$ cat src/rtl/dfs_pkg.sv
// dfs_pkg: shared types, register map and reset values of the delimiter frame splitter
// used by dfs_front, dfs_queue, dfs_back and delimiter_frame_splitter_unit
// no dependencies
package dfs_pkg;

  localparam int DELIM_SLOTS     = 4;
  localparam int DELIM_MAX_BYTES = 4;
  localparam int QUEUE_DEPTH     = 4;
  localparam int CFG_ADDR_W      = 5;
  localparam int SEEN_W          = 17;

  typedef logic [2:0] reg_idx_t;

  localparam reg_idx_t REG_MAX_FRAME_LENGTH  = 3'd0;
  localparam reg_idx_t REG_STRIP_DELIMITER   = 3'd1;
  localparam reg_idx_t REG_DELIMITER_COUNT   = 3'd2;
  localparam reg_idx_t REG_DELIMITER_LENGTHS = 3'd3;
  localparam reg_idx_t REG_DELIMITER_ZERO    = 3'd4;
  localparam reg_idx_t REG_DELIMITER_ONE     = 3'd5;
  localparam reg_idx_t REG_DELIMITER_TWO     = 3'd6;
  localparam reg_idx_t REG_DELIMITER_THREE   = 3'd7;

  localparam logic [15:0] RST_MAX_FRAME_LENGTH  = 16'd8192;
  localparam logic        RST_STRIP_DELIMITER   = 1'b1;
  localparam logic [2:0]  RST_DELIMITER_COUNT   = 3'd2;
  localparam logic [7:0]  RST_DELIMITER_LENGTHS = 8'd1;
  // "\r\n" and "\n", first byte in the low bits
  localparam logic [31:0] RST_DELIMITER_ZERO    = 32'h0000_0A0D;
  localparam logic [31:0] RST_DELIMITER_ONE     = 32'h0000_000A;
  localparam logic [31:0] RST_DELIMITER_TWO     = 32'h0000_0000;
  localparam logic [31:0] RST_DELIMITER_THREE   = 32'h0000_0000;

  typedef struct packed {
    logic [15:0]      max_frame_length;
    logic             strip_delimiter;
    logic [2:0]       delimiter_count;
    logic [7:0]       delimiter_lengths;
    logic [3:0][31:0] delimiter_words;
  } cfg_t;

  // per-group control, shared by every item of a queued group (frame_end marks only the last)
  typedef struct packed {
    logic has_byte;
    logic frame_end;
    logic frame_status;
  } item_ctl_t;

endpackage

$ cat src/rtl/dfs_front.sv
// dfs_front: delimiter matching, hold-back of frame bytes and frame length tracking
// emits at most one group of up to P_MAX_BYTES+1 result items per accepted byte
// depends on dfs_pkg
module dfs_front #(
  parameter int P_SLOTS     = dfs_pkg::DELIM_SLOTS,
  parameter int P_MAX_BYTES = dfs_pkg::DELIM_MAX_BYTES,
  localparam int NB = P_MAX_BYTES + 1,
  localparam int CW = $clog2(NB + 1)
) (
  input  logic                clk,
  input  logic                rst_n,
  input  dfs_pkg::cfg_t       cfg,
  input  logic                in_valid,
  input  logic [7:0]          in_byte,
  output logic                desc_valid,
  output logic [NB-1:0][7:0]  desc_bytes,
  output logic [CW-1:0]       desc_cnt,
  output dfs_pkg::item_ctl_t  desc_ctl
);

  localparam int HW = $clog2(P_MAX_BYTES + 1);
  localparam int RD = (P_MAX_BYTES > 1) ? P_MAX_BYTES - 1 : 1;
  localparam int SW = dfs_pkg::SEEN_W;

  logic [RD-1:0][7:0]          recent_r, recent_nxt;
  logic [P_MAX_BYTES-1:0][7:0] held_r, held_nxt;
  logic [HW-1:0]               held_cnt_r, held_cnt_nxt;
  logic [SW-1:0]               seen_r, seen_nxt;
  logic                        disc_r, disc_nxt;

  logic [P_MAX_BYTES-1:0][7:0]         hist;
  logic [P_SLOTS-1:0][HW-1:0]          slot_len;
  logic [P_SLOTS-1:0][P_MAX_BYTES-1:0] slot_eq;
  logic [P_SLOTS-1:0]                  slot_hit;
  logic [2:0]                          active;
  logic [HW-1:0]                       best;
  logic [SW-1:0]                       seen_inc;
  logic [SW-1:0]                       flen;
  logic [HW-1:0]                       tail;
  logic                                too_long;

  // newest byte first: age 0 is the incoming byte
  always_comb begin
    hist[0] = in_byte;
    for (int a = 1; a < P_MAX_BYTES; a++) begin
      hist[a] = recent_r[a-1];
    end
  end

  assign active = (cfg.delimiter_count > 3'(P_SLOTS)) ? 3'(P_SLOTS) : cfg.delimiter_count;

  always_comb begin
    logic [2:0] raw;
    logic       eq;
    logic       sel;
    raw = 3'd0;
    eq  = 1'b0;
    sel = 1'b0;
    for (int k = 0; k < P_SLOTS; k++) begin
      raw = {1'b0, cfg.delimiter_lengths[2*k +: 2]} + 3'd1;
      slot_len[k] = (raw > 3'(P_MAX_BYTES)) ? HW'(P_MAX_BYTES) : HW'(raw);
      // compare the last L stream bytes against the first L delimiter bytes
      for (int l = 1; l <= P_MAX_BYTES; l++) begin
        eq = 1'b1;
        for (int j = 0; j < l; j++) begin
          if (cfg.delimiter_words[k][8*j +: 8] != hist[l-1-j]) begin
            eq = 1'b0;
          end
        end
        slot_eq[k][l-1] = eq;
      end
      sel = 1'b0;
      for (int l = 1; l <= P_MAX_BYTES; l++) begin
        if (slot_len[k] == HW'(l)) begin
          sel = slot_eq[k][l-1];
        end
      end
      // a match must lie wholly inside the current frame
      slot_hit[k] = (k < int'(active)) &&
                    (({1'b0, seen_r} + (SW+1)'(1)) >= (SW+1)'(slot_len[k])) && sel;
    end
  end

  // longest hit wins; on equal length only the length matters
  always_comb begin
    best = '0;
    for (int k = 0; k < P_SLOTS; k++) begin
      if (slot_hit[k] && (slot_len[k] > best)) begin
        best = slot_len[k];
      end
    end
  end

  assign seen_inc = (seen_r == {SW{1'b1}}) ? seen_r : seen_r + SW'(1);
  assign flen     = seen_r - SW'(best - HW'(1));
  assign tail     = (held_cnt_r >= (best - HW'(1))) ? held_cnt_r - (best - HW'(1)) : '0;
  assign too_long = disc_r || (flen > {1'b0, cfg.max_frame_length});

  always_comb begin
    recent_nxt   = recent_r;
    held_nxt     = held_r;
    held_cnt_nxt = held_cnt_r;
    seen_nxt     = seen_r;
    disc_nxt     = disc_r;
    desc_cnt     = '0;
    desc_ctl     = '0;
    // held bytes in order, the incoming byte right after the last held one
    for (int i = 0; i < P_MAX_BYTES; i++) begin
      desc_bytes[i] = (i < int'(held_cnt_r)) ? held_r[i] : in_byte;
    end
    desc_bytes[NB-1] = in_byte;

    if (in_valid) begin
      recent_nxt[0] = in_byte;
      for (int i = 1; i < RD; i++) begin
        recent_nxt[i] = recent_r[i-1];
      end

      if (best != '0) begin
        if (too_long) begin
          desc_cnt = CW'(1);
          desc_ctl = '{has_byte: 1'b0, frame_end: 1'b1, frame_status: 1'b1};
        end else if (cfg.strip_delimiter) begin
          if (tail == '0) begin
            desc_cnt = CW'(1);
            desc_ctl = '{has_byte: 1'b0, frame_end: 1'b1, frame_status: 1'b0};
          end else begin
            desc_cnt = CW'(tail);
            desc_ctl = '{has_byte: 1'b1, frame_end: 1'b1, frame_status: 1'b0};
          end
        end else begin
          desc_cnt = CW'(held_cnt_r) + CW'(1);
          desc_ctl = '{has_byte: 1'b1, frame_end: 1'b1, frame_status: 1'b0};
        end
        held_cnt_nxt = '0;
        seen_nxt     = '0;
        disc_nxt     = 1'b0;
      end else begin
        seen_nxt = seen_inc;
        if (!disc_r) begin
          if (held_cnt_r == HW'(P_MAX_BYTES)) begin
            for (int i = 0; i < P_MAX_BYTES - 1; i++) begin
              held_nxt[i] = held_r[i+1];
            end
            held_nxt[P_MAX_BYTES-1] = in_byte;
            if ((seen_inc - SW'(P_MAX_BYTES)) > {1'b0, cfg.max_frame_length}) begin
              disc_nxt     = 1'b1;
              held_cnt_nxt = '0;
            end else begin
              desc_cnt = CW'(1);
              desc_ctl = '{has_byte: 1'b1, frame_end: 1'b0, frame_status: 1'b0};
            end
          end else begin
            for (int i = 0; i < P_MAX_BYTES; i++) begin
              if (HW'(i) == held_cnt_r) begin
                held_nxt[i] = in_byte;
              end
            end
            held_cnt_nxt = held_cnt_r + HW'(1);
          end
        end
      end
    end
  end

  assign desc_valid = in_valid && (desc_cnt != '0);

  always_ff @(posedge clk) begin
    recent_r <= recent_nxt;
    held_r   <= held_nxt;
    if (!rst_n) begin
      held_cnt_r <= '0;
      seen_r     <= '0;
      disc_r     <= 1'b0;
    end else begin
      held_cnt_r <= held_cnt_nxt;
      seen_r     <= seen_nxt;
      disc_r     <= disc_nxt;
    end
  end

endmodule

$ cat src/rtl/dfs_queue.sv
// dfs_queue: short queue of result groups between front and back
// register storage, one write and one read slot per cycle
// depends on dfs_pkg
module dfs_queue #(
  parameter int P_DEPTH     = dfs_pkg::QUEUE_DEPTH,
  parameter int P_MAX_BYTES = dfs_pkg::DELIM_MAX_BYTES,
  localparam int NB = P_MAX_BYTES + 1,
  localparam int CW = $clog2(NB + 1)
) (
  input  logic                clk,
  input  logic                rst_n,
  input  logic                push,
  input  logic [NB-1:0][7:0]  push_bytes,
  input  logic [CW-1:0]       push_cnt,
  input  dfs_pkg::item_ctl_t  push_ctl,
  output logic                full,
  input  logic                pop,
  output logic [NB-1:0][7:0]  head_bytes,
  output logic [CW-1:0]       head_cnt,
  output dfs_pkg::item_ctl_t  head_ctl,
  output logic                empty
);

  localparam int PW = $clog2(P_DEPTH);
  localparam int KW = $clog2(P_DEPTH + 1);

  logic [NB-1:0][7:0] bytes_r [P_DEPTH];
  logic [CW-1:0]      cnt_r   [P_DEPTH];
  dfs_pkg::item_ctl_t ctl_r   [P_DEPTH];

  logic [PW-1:0] wr_ptr_r, wr_ptr_nxt;
  logic [PW-1:0] rd_ptr_r, rd_ptr_nxt;
  logic [KW-1:0] count_r, count_nxt;
  logic          do_push, do_pop;

  assign full    = (count_r == KW'(P_DEPTH));
  assign empty   = (count_r == '0);
  assign do_push = push && !full;
  assign do_pop  = pop && !empty;

  assign head_bytes = bytes_r[rd_ptr_r];
  assign head_cnt   = cnt_r[rd_ptr_r];
  assign head_ctl   = ctl_r[rd_ptr_r];

  always_comb begin
    wr_ptr_nxt = wr_ptr_r;
    rd_ptr_nxt = rd_ptr_r;
    count_nxt  = count_r;
    if (do_push) begin
      wr_ptr_nxt = (wr_ptr_r == PW'(P_DEPTH - 1)) ? '0 : wr_ptr_r + PW'(1);
    end
    if (do_pop) begin
      rd_ptr_nxt = (rd_ptr_r == PW'(P_DEPTH - 1)) ? '0 : rd_ptr_r + PW'(1);
    end
    case ({do_push, do_pop})
      2'b10:   count_nxt = count_r + KW'(1);
      2'b01:   count_nxt = count_r - KW'(1);
      default: count_nxt = count_r;
    endcase
  end

  always_ff @(posedge clk) begin
    if (do_push) begin
      bytes_r[wr_ptr_r] <= push_bytes;
      cnt_r[wr_ptr_r]   <= push_cnt;
      ctl_r[wr_ptr_r]   <= push_ctl;
    end
  end

  always_ff @(posedge clk) begin
    if (!rst_n) begin
      wr_ptr_r <= '0;
      rd_ptr_r <= '0;
      count_r  <= '0;
    end else begin
      wr_ptr_r <= wr_ptr_nxt;
      rd_ptr_r <= rd_ptr_nxt;
      count_r  <= count_nxt;
    end
  end

`ifndef SYNTHESIS
  a_count_bound: assert property (@(posedge clk) disable iff (!rst_n)
    count_r <= KW'(P_DEPTH))
    else $error("group queue count above depth");

  a_push_grows: assert property (@(posedge clk) disable iff (!rst_n)
    (do_push && !do_pop) |=> (count_r == $past(count_r) + KW'(1)))
    else $error("group queue lost a push");
`endif

endmodule

$ cat src/rtl/dfs_back.sv
// dfs_back: unpacks queued groups into single result transactions
// walks the items of the head group, releases the group after its last item
// depends on dfs_pkg
module dfs_back #(
  parameter int P_MAX_BYTES = dfs_pkg::DELIM_MAX_BYTES,
  localparam int NB = P_MAX_BYTES + 1,
  localparam int CW = $clog2(NB + 1)
) (
  input  logic                clk,
  input  logic                rst_n,
  input  logic [NB-1:0][7:0]  head_bytes,
  input  logic [CW-1:0]       head_cnt,
  input  dfs_pkg::item_ctl_t  head_ctl,
  input  logic                q_empty,
  output logic                q_pop,
  input  logic                pop,
  output logic                empty,
  output logic [7:0]          out_byte,
  output logic                out_has_byte,
  output logic                out_frame_end,
  output logic                out_frame_status
);

  logic [CW-1:0] idx_r, idx_nxt;
  logic          is_last;
  logic [7:0]    sel_byte;
  logic          take;

  assign is_last = (idx_r == (head_cnt - CW'(1)));
  assign take    = pop && !q_empty;
  assign q_pop   = take && is_last;
  assign empty   = q_empty;

  always_comb begin
    sel_byte = '0;
    for (int i = 0; i < NB; i++) begin
      if (CW'(i) == idx_r) begin
        sel_byte = head_bytes[i];
      end
    end
  end

  assign out_byte         = head_ctl.has_byte ? sel_byte : 8'd0;
  assign out_has_byte     = head_ctl.has_byte;
  assign out_frame_end    = head_ctl.frame_end && is_last;
  assign out_frame_status = head_ctl.frame_status;

  always_comb begin
    idx_nxt = idx_r;
    if (take) begin
      idx_nxt = is_last ? '0 : idx_r + CW'(1);
    end
  end

  always_ff @(posedge clk) begin
    if (!rst_n) begin
      idx_r <= '0;
    end else begin
      idx_r <= idx_nxt;
    end
  end

`ifndef SYNTHESIS
  a_marker_single: assert property (@(posedge clk) disable iff (!rst_n)
    (!q_empty && !head_ctl.has_byte) |-> (head_cnt == CW'(1)))
    else $error("marker group with more than one item");

  a_group_stays: assert property (@(posedge clk) disable iff (!rst_n)
    (take && !is_last) |=> !q_empty)
    else $error("group released before its last item");
`endif

endmodule

$ cat src/rtl/delimiter_frame_splitter_unit.sv
// delimiter_frame_splitter_unit: top level with the register file and the APB-style port
// instantiates dfs_front, dfs_queue and dfs_back; depends on dfs_pkg
//
// Usage: the byte stream enters on in_byte with push/full, one byte per cycle
// while full is low. Results leave on out_byte, out_has_byte, out_frame_end and
// out_frame_status; the oldest result is shown while empty is low and taken
// with pop. Each byte turns into zero to DELIM_MAX_BYTES+1 results: normally
// one delayed frame byte, at a delimiter the held frame tail (and delimiter
// bytes when not stripping) or a single marker. The results of a byte are
// registered in the group queue when it is accepted and drain at one per cycle
// while pop is high. Throughput is one byte per cycle; the front matching and hold
// logic handles a byte per cycle, and the group queue (QUEUE_DEPTH groups) absorbs
// the multi-item bursts at frame ends. When the receiver stalls, groups pile up in
// the queue and full rises once it holds QUEUE_DEPTH groups. Reset (rst_n low at a
// clock edge) empties the queue, clears the frame state and loads the register
// defaults: delimiters "\r\n" and "\n", stripping on, maximum frame length 8192.
// Registers must be written by the user only while the block is idle (unchecked).
module delimiter_frame_splitter_unit #(
  parameter int P_SLOTS     = dfs_pkg::DELIM_SLOTS,
  parameter int P_MAX_BYTES = dfs_pkg::DELIM_MAX_BYTES,
  parameter int P_DEPTH     = dfs_pkg::QUEUE_DEPTH
) (
  input  logic                           clk,
  input  logic                           rst_n,
  input  logic                           push,
  output logic                           full,
  input  logic [7:0]                     in_byte,
  output logic                           empty,
  input  logic                           pop,
  output logic [7:0]                     out_byte,
  output logic                           out_has_byte,
  output logic                           out_frame_end,
  output logic                           out_frame_status,
  input  logic                           psel,
  input  logic                           penable,
  input  logic                           pwrite,
  input  logic [dfs_pkg::CFG_ADDR_W-1:0] paddr,
  input  logic [31:0]                    pwdata,
  output logic [31:0]                    prdata,
  output logic                           pready
);

  localparam int NB = P_MAX_BYTES + 1;
  localparam int CW = $clog2(NB + 1);

  dfs_pkg::cfg_t     cfg_r, cfg_nxt;
  dfs_pkg::reg_idx_t reg_idx;
  logic              wr_en;

  logic               accept;
  logic               desc_valid;
  logic [NB-1:0][7:0] desc_bytes;
  logic [CW-1:0]      desc_cnt;
  dfs_pkg::item_ctl_t desc_ctl;
  logic [NB-1:0][7:0] head_bytes;
  logic [CW-1:0]      head_cnt;
  dfs_pkg::item_ctl_t head_ctl;
  logic               q_empty;
  logic               q_pop;

  assign pready  = 1'b1;
  assign reg_idx = paddr[dfs_pkg::CFG_ADDR_W-1:2];
  assign wr_en   = psel && penable && pwrite && pready;

  always_comb begin
    cfg_nxt = cfg_r;
    if (wr_en) begin
      case (reg_idx)
        dfs_pkg::REG_MAX_FRAME_LENGTH:  cfg_nxt.max_frame_length  = pwdata[15:0];
        dfs_pkg::REG_STRIP_DELIMITER:   cfg_nxt.strip_delimiter   = pwdata[0];
        dfs_pkg::REG_DELIMITER_COUNT:   cfg_nxt.delimiter_count   = pwdata[2:0];
        dfs_pkg::REG_DELIMITER_LENGTHS: cfg_nxt.delimiter_lengths = pwdata[7:0];
        dfs_pkg::REG_DELIMITER_ZERO:    cfg_nxt.delimiter_words[0] = pwdata;
        dfs_pkg::REG_DELIMITER_ONE:     cfg_nxt.delimiter_words[1] = pwdata;
        dfs_pkg::REG_DELIMITER_TWO:     cfg_nxt.delimiter_words[2] = pwdata;
        dfs_pkg::REG_DELIMITER_THREE:   cfg_nxt.delimiter_words[3] = pwdata;
        default:                        cfg_nxt = cfg_r;
      endcase
    end
  end

  always_comb begin
    case (reg_idx)
      dfs_pkg::REG_MAX_FRAME_LENGTH:  prdata = {16'd0, cfg_r.max_frame_length};
      dfs_pkg::REG_STRIP_DELIMITER:   prdata = {31'd0, cfg_r.strip_delimiter};
      dfs_pkg::REG_DELIMITER_COUNT:   prdata = {29'd0, cfg_r.delimiter_count};
      dfs_pkg::REG_DELIMITER_LENGTHS: prdata = {24'd0, cfg_r.delimiter_lengths};
      dfs_pkg::REG_DELIMITER_ZERO:    prdata = cfg_r.delimiter_words[0];
      dfs_pkg::REG_DELIMITER_ONE:     prdata = cfg_r.delimiter_words[1];
      dfs_pkg::REG_DELIMITER_TWO:     prdata = cfg_r.delimiter_words[2];
      dfs_pkg::REG_DELIMITER_THREE:   prdata = cfg_r.delimiter_words[3];
      default:                        prdata = 32'd0;
    endcase
  end

  always_ff @(posedge clk) begin
    if (!rst_n) begin
      cfg_r.max_frame_length   <= dfs_pkg::RST_MAX_FRAME_LENGTH;
      cfg_r.strip_delimiter    <= dfs_pkg::RST_STRIP_DELIMITER;
      cfg_r.delimiter_count    <= dfs_pkg::RST_DELIMITER_COUNT;
      cfg_r.delimiter_lengths  <= dfs_pkg::RST_DELIMITER_LENGTHS;
      cfg_r.delimiter_words[0] <= dfs_pkg::RST_DELIMITER_ZERO;
      cfg_r.delimiter_words[1] <= dfs_pkg::RST_DELIMITER_ONE;
      cfg_r.delimiter_words[2] <= dfs_pkg::RST_DELIMITER_TWO;
      cfg_r.delimiter_words[3] <= dfs_pkg::RST_DELIMITER_THREE;
    end else begin
      cfg_r <= cfg_nxt;
    end
  end

  assign accept = push && !full;

  dfs_front #(
    .P_SLOTS     (P_SLOTS),
    .P_MAX_BYTES (P_MAX_BYTES)
  ) u_front (
    .clk        (clk),
    .rst_n      (rst_n),
    .cfg        (cfg_r),
    .in_valid   (accept),
    .in_byte    (in_byte),
    .desc_valid (desc_valid),
    .desc_bytes (desc_bytes),
    .desc_cnt   (desc_cnt),
    .desc_ctl   (desc_ctl)
  );

  dfs_queue #(
    .P_DEPTH     (P_DEPTH),
    .P_MAX_BYTES (P_MAX_BYTES)
  ) u_queue (
    .clk        (clk),
    .rst_n      (rst_n),
    .push       (desc_valid),
    .push_bytes (desc_bytes),
    .push_cnt   (desc_cnt),
    .push_ctl   (desc_ctl),
    .full       (full),
    .pop        (q_pop),
    .head_bytes (head_bytes),
    .head_cnt   (head_cnt),
    .head_ctl   (head_ctl),
    .empty      (q_empty)
  );

  dfs_back #(
    .P_MAX_BYTES (P_MAX_BYTES)
  ) u_back (
    .clk              (clk),
    .rst_n            (rst_n),
    .head_bytes       (head_bytes),
    .head_cnt         (head_cnt),
    .head_ctl         (head_ctl),
    .q_empty          (q_empty),
    .q_pop            (q_pop),
    .pop              (pop),
    .empty            (empty),
    .out_byte         (out_byte),
    .out_has_byte     (out_has_byte),
    .out_frame_end    (out_frame_end),
    .out_frame_status (out_frame_status)
  );

endmodule

$ cat config.mk
export PLATFORM = sky130hd
export DESIGN_NAME = delimiter_frame_splitter_unit
export DESIGN_NICKNAME = d
export VERILOG_FILES = /design/src/rtl/dfs_pkg.sv /design/src/rtl/dfs_front.sv /design/src/rtl/dfs_queue.sv /design/src/rtl/dfs_back.sv /design/src/rtl/delimiter_frame_splitter_unit.sv
export SDC_FILE = /design/constraint.sdc
export NUM_CORES = 1
export LEC_CHECK = 0
export ABC_AREA = 0
export BUFFER_PORTS_ARGS = -buffer_cell sky130_fd_sc_hd__buf_4
export CAP_MARGIN = 25
export CORE_MARGIN = 8
export CORE_UTILIZATION = 35
export DETAILED_ROUTE_END_ITERATION = 6
export PLACE_DENSITY_LB_ADDON = 0.1
export SYNTH_ARGS = -nofsm -noshare
export SYNTH_HDL_FRONTEND = slang
export SYNTH_SLANG_ARGS = --single-unit
$ cat constraint.sdc
create_clock -name clk -period 39.4 [get_ports clk]
set_input_delay 3.94 -clock clk [delete_from_list [all_inputs] [get_ports clk]]
set_output_delay 3.94 -clock clk [all_outputs]
set_load 0.01 [all_outputs]
==> qor.yml <==
detailed_routing:
  final_antenna_net_count: 0
  drt_iter0_drc: 1464
  drc: 0
  dr.pass1.iters: 5
  wl_um: 89870
  vias: 19500
  via_per_inst: 5.444
  wl_per_cell_um: 25.09
logic_synthesis:
  synth_area_leaders: "edfxtp_1, dfxtp_1, xor2_1"
  synth_commonest_cells: "nand2_1, edfxtp_1, xor2_1"
  syn-num-nets: 2742
  yosys_warnings: 0
  synth.most_common_cell: "nand2_1"
  seq_area_frac_synth: 0.4241
  synth-main-ff-cell: "edfxtp_1"
  syn_inst: 2576
  syn_area_per_cell_sq_um: 10.06
  synth_edf_count: 240
  netlist.area_leader.share: 0.2781
  async_reset_ff_frac: 0
  syn-cell-area_sq_um: 25910
  yosysTopAreaCell: "edfxtp_1"
  synth-seq-cells: 429
  yosysUniqueCellTypes: 89
critical_path:
  cpMaxStageDelayCell: "nor2_1"
  crit_path_start: "in_byte[1]"
  worst_setup_path_start_kind: "input port"
  r2r-start: "u_front.seen_r[0]"
  cp-end-kind: "flop"
  crit_top_cell: "ha_1"
  worstPathMaxFanout: 27
  cp_data_arrival_time_ns: 18.52
  path_class: "in -> reg"
  cp_slowest_stage_delay_ns: 0.73
  cp_data_required_time_ns: 39.94
  rr_endpoint: "u_queue.count_r[2]"
  rr_worst_depth: 57
  cp-endpoint: "u_queue.count_r[2]"
  rrSetupSlack_ns: 24.19
cells_and_area:
  syn_to_final_growth_pct: 12.77
  final_layout_size_suffix_gt1_frac: 0.1353
  multiInputGateArea_sq_um: 13910
  seq_area_sq_um: 11000
  num-nets-final: 2748
  fillerInstances: 7234
  antenna_cells: 0
clock_tree:
  cts_tree: "built"
  ctsHoldBuffers: 0
  cts_buffer_depth: 3
  ctsResizeCount: 0
  clock_latency_ns: 0.63
  cts.sinks: 429
  cts_setup_buffers: 0
  path_clk_slew_ns: 0.06
  numCtsBuffers: 53
  ctsRootBufferMaster: "clkbuf_16"
  htreeDepth: 2
timing:
  setup_violations: 0
  period_share: 0.4564
  skew_ns: 0.03614
  worst_pin_slew_ns: 1.065
  slew_violations: 0
  finalHoldViolCount: 0
  relSlewSlack: 0.2872
  clock.fmax_ghz: 0.05562
  finalWorstSetupSlack_ns: 21.42
  period_needed_ns: 17.98
  setup-tns-final_ns: 0
  rsz0062_at_grt: "false"
placed_design:
  gp_congestion: 0.9242
  hpwl_um: 63480
  io_buffers: 94
  dp_slack_ns: 20.67
floorplan:
  die-area_sq_um: 83000
  core_area_sq_um: 73080
  die-width_um: 288.1
  chipHeight_um: 288.1
  row_count: 99
  pin_count: 98
  initial_core_util: 0.3546
global_routing:
  overflow: 0
  grt_pass1_vias: 19720
  met2_usage: 0.3549
  antenna_found_initial: 0
  grt_pass1_wl_um: 132700
  grt_max_degree: 88
  gr-usage-met3: 0.02838
  grt_use_met1: 0.2881
  grtUsageTotal: 0.2131
  grt-busiest-layer: "met2"
run_status:
  status: "complete, no violations"
pwr:
  pwr_density_cell_nw_per_um2: 36.55
  p_switching_w: 0.0002615
  pwr-share-comb: 0.081
  clockPowerShare: 0.465
  seqPwrFrac: 0.455
  peakVddDrop_mv: 0.03559
  sw_frac_of_total: 0.2448
  p_int_w: 0.0008067
  power_leakage_nw: 10.67
worst_hold_path:
  holdPathStages: 2
  hold_class: "reg -> reg"
job:
  drv_cap: 0
==> flip-flops by register name, indices dropped and copies added, names as in the netlist, named ones only <==
register,flops
cfg_r,156
u_back.idx_r,3
u_front.disc_r,1
u_front.held_cnt_r,3
u_front.held_r,32
u_front.hist,24
u_front.seen_r,17
u_queue.bytes_r,160
u_queue.cnt_r,12
u_queue.count_r,3
u_queue.ctl_r,12
u_queue.rd_ptr_r,2
u_queue.wr_ptr_r,2
==> worst min path at each step <==
stage | startpoint | to
floorplan | u_front.hist[16] | u_front.hist[24]
global placement | cfg_r[148] | cfg_r[148]
detailed placement | cfg_r[149] | cfg_r[149]
CTS | cfg_r[149] | cfg_r[149]
global route | cfg_r[149] | cfg_r[149]
finish | cfg_r[149] | cfg_r[149]
==> cell type report <==
cell class                 count  area share
clock buffer                  70     0.05001
sequential                   429      0.3763
timing repair buffer         135     0.03605
tap                          959     0.04106
clock inverter                26     0.01126
multi-input combinational   1891      0.4761
inverter                      72    0.009249
==> critical path: cells and delay by family <==
family | cells | cell delay, ns
xor gates and xnor gates | 3 | 0.54
and+or+nand+nor | 16 | 4.26
buffers and inverters | 3 | 0.75
muxes | 1 | 0.38
AOI/OAI and AO/OA | 21 | 6.07
adders and majority gates | 8 | 2.53
==> power by group through the flow <==
stage	logic (W)	clock network, W	registers, W
4_1_cts	0.0000862	0.000508	0.000485
5_1_grt	0.0000934	0.000525	0.000486
3_5_place_dp	0.0000856	0	0.000495
6_report	0.0000864	0.000496	0.000486
2_1_floorplan	0.0000568	0	0.000491
3_3_place_gp	0.0000850	0	0.000495
==> cells by family after synthesis <==
group | after synthesis | share of synthesized area
fa+ha+maj | 118 | 0.05751
flops | 429 | 0.4241
other cells | 1 | 0.0001447
buf+inv | 256 | 0.04123
simple gates | 853 | 0.1571
mux | 124 | 0.07836
xor+xnor | 381 | 0.1288
compound gates | 414 | 0.1127
==> through the flow <==
| step | instance area [sq um] | utilization | hold WS (ns) | std cells | power [W] |
|---|---|---|---|---|---|
| finish | 29220 | 0.3998 | 0.4655 | 3582 | 0.001068 |
| global route | 29220 | 0.3998 | 0.4915 | 3582 | 0.001104 |
| CTS | 29170 | 0.3992 | 0.4679 | 3579 | 0.001079 |
| detailed placement | 27380 | 0.3747 | 0.4608 | 3483 | 0.0005805 |
| global placement | 27350 | 0.3743 | 0.4598 | 3481 | 0.0005798 |
| floorplan | 25910 | - | 0.4206 | 2576 | 0.0005477 |
==> cell usage in the layout, fill, tap and decap left out, drive strengths merged, types with 70 or more instances in the layout <==
| master | count |
|---|---|
| nand2 | 442 |
| xnor2 | 154 |
| clkbuf | 70 |
| dfxtp | 189 |
| a21oi | 79 |
| ha | 111 |
| a21boi | 140 |
| buf | 135 |
| edfxtp | 240 |
| inv | 72 |
| xor2 | 227 |
==> metal layers <==
layer	part of all wire	vias up	wire length (um)
li1	-	9126	-
met1	0.44	9699	39990
met2	0.47	549	42540
met3	0.053	127	4747
met4	0.029	0	2594
met5	0	-	0
Note: power is estimated with default switching activity, not from simulation.
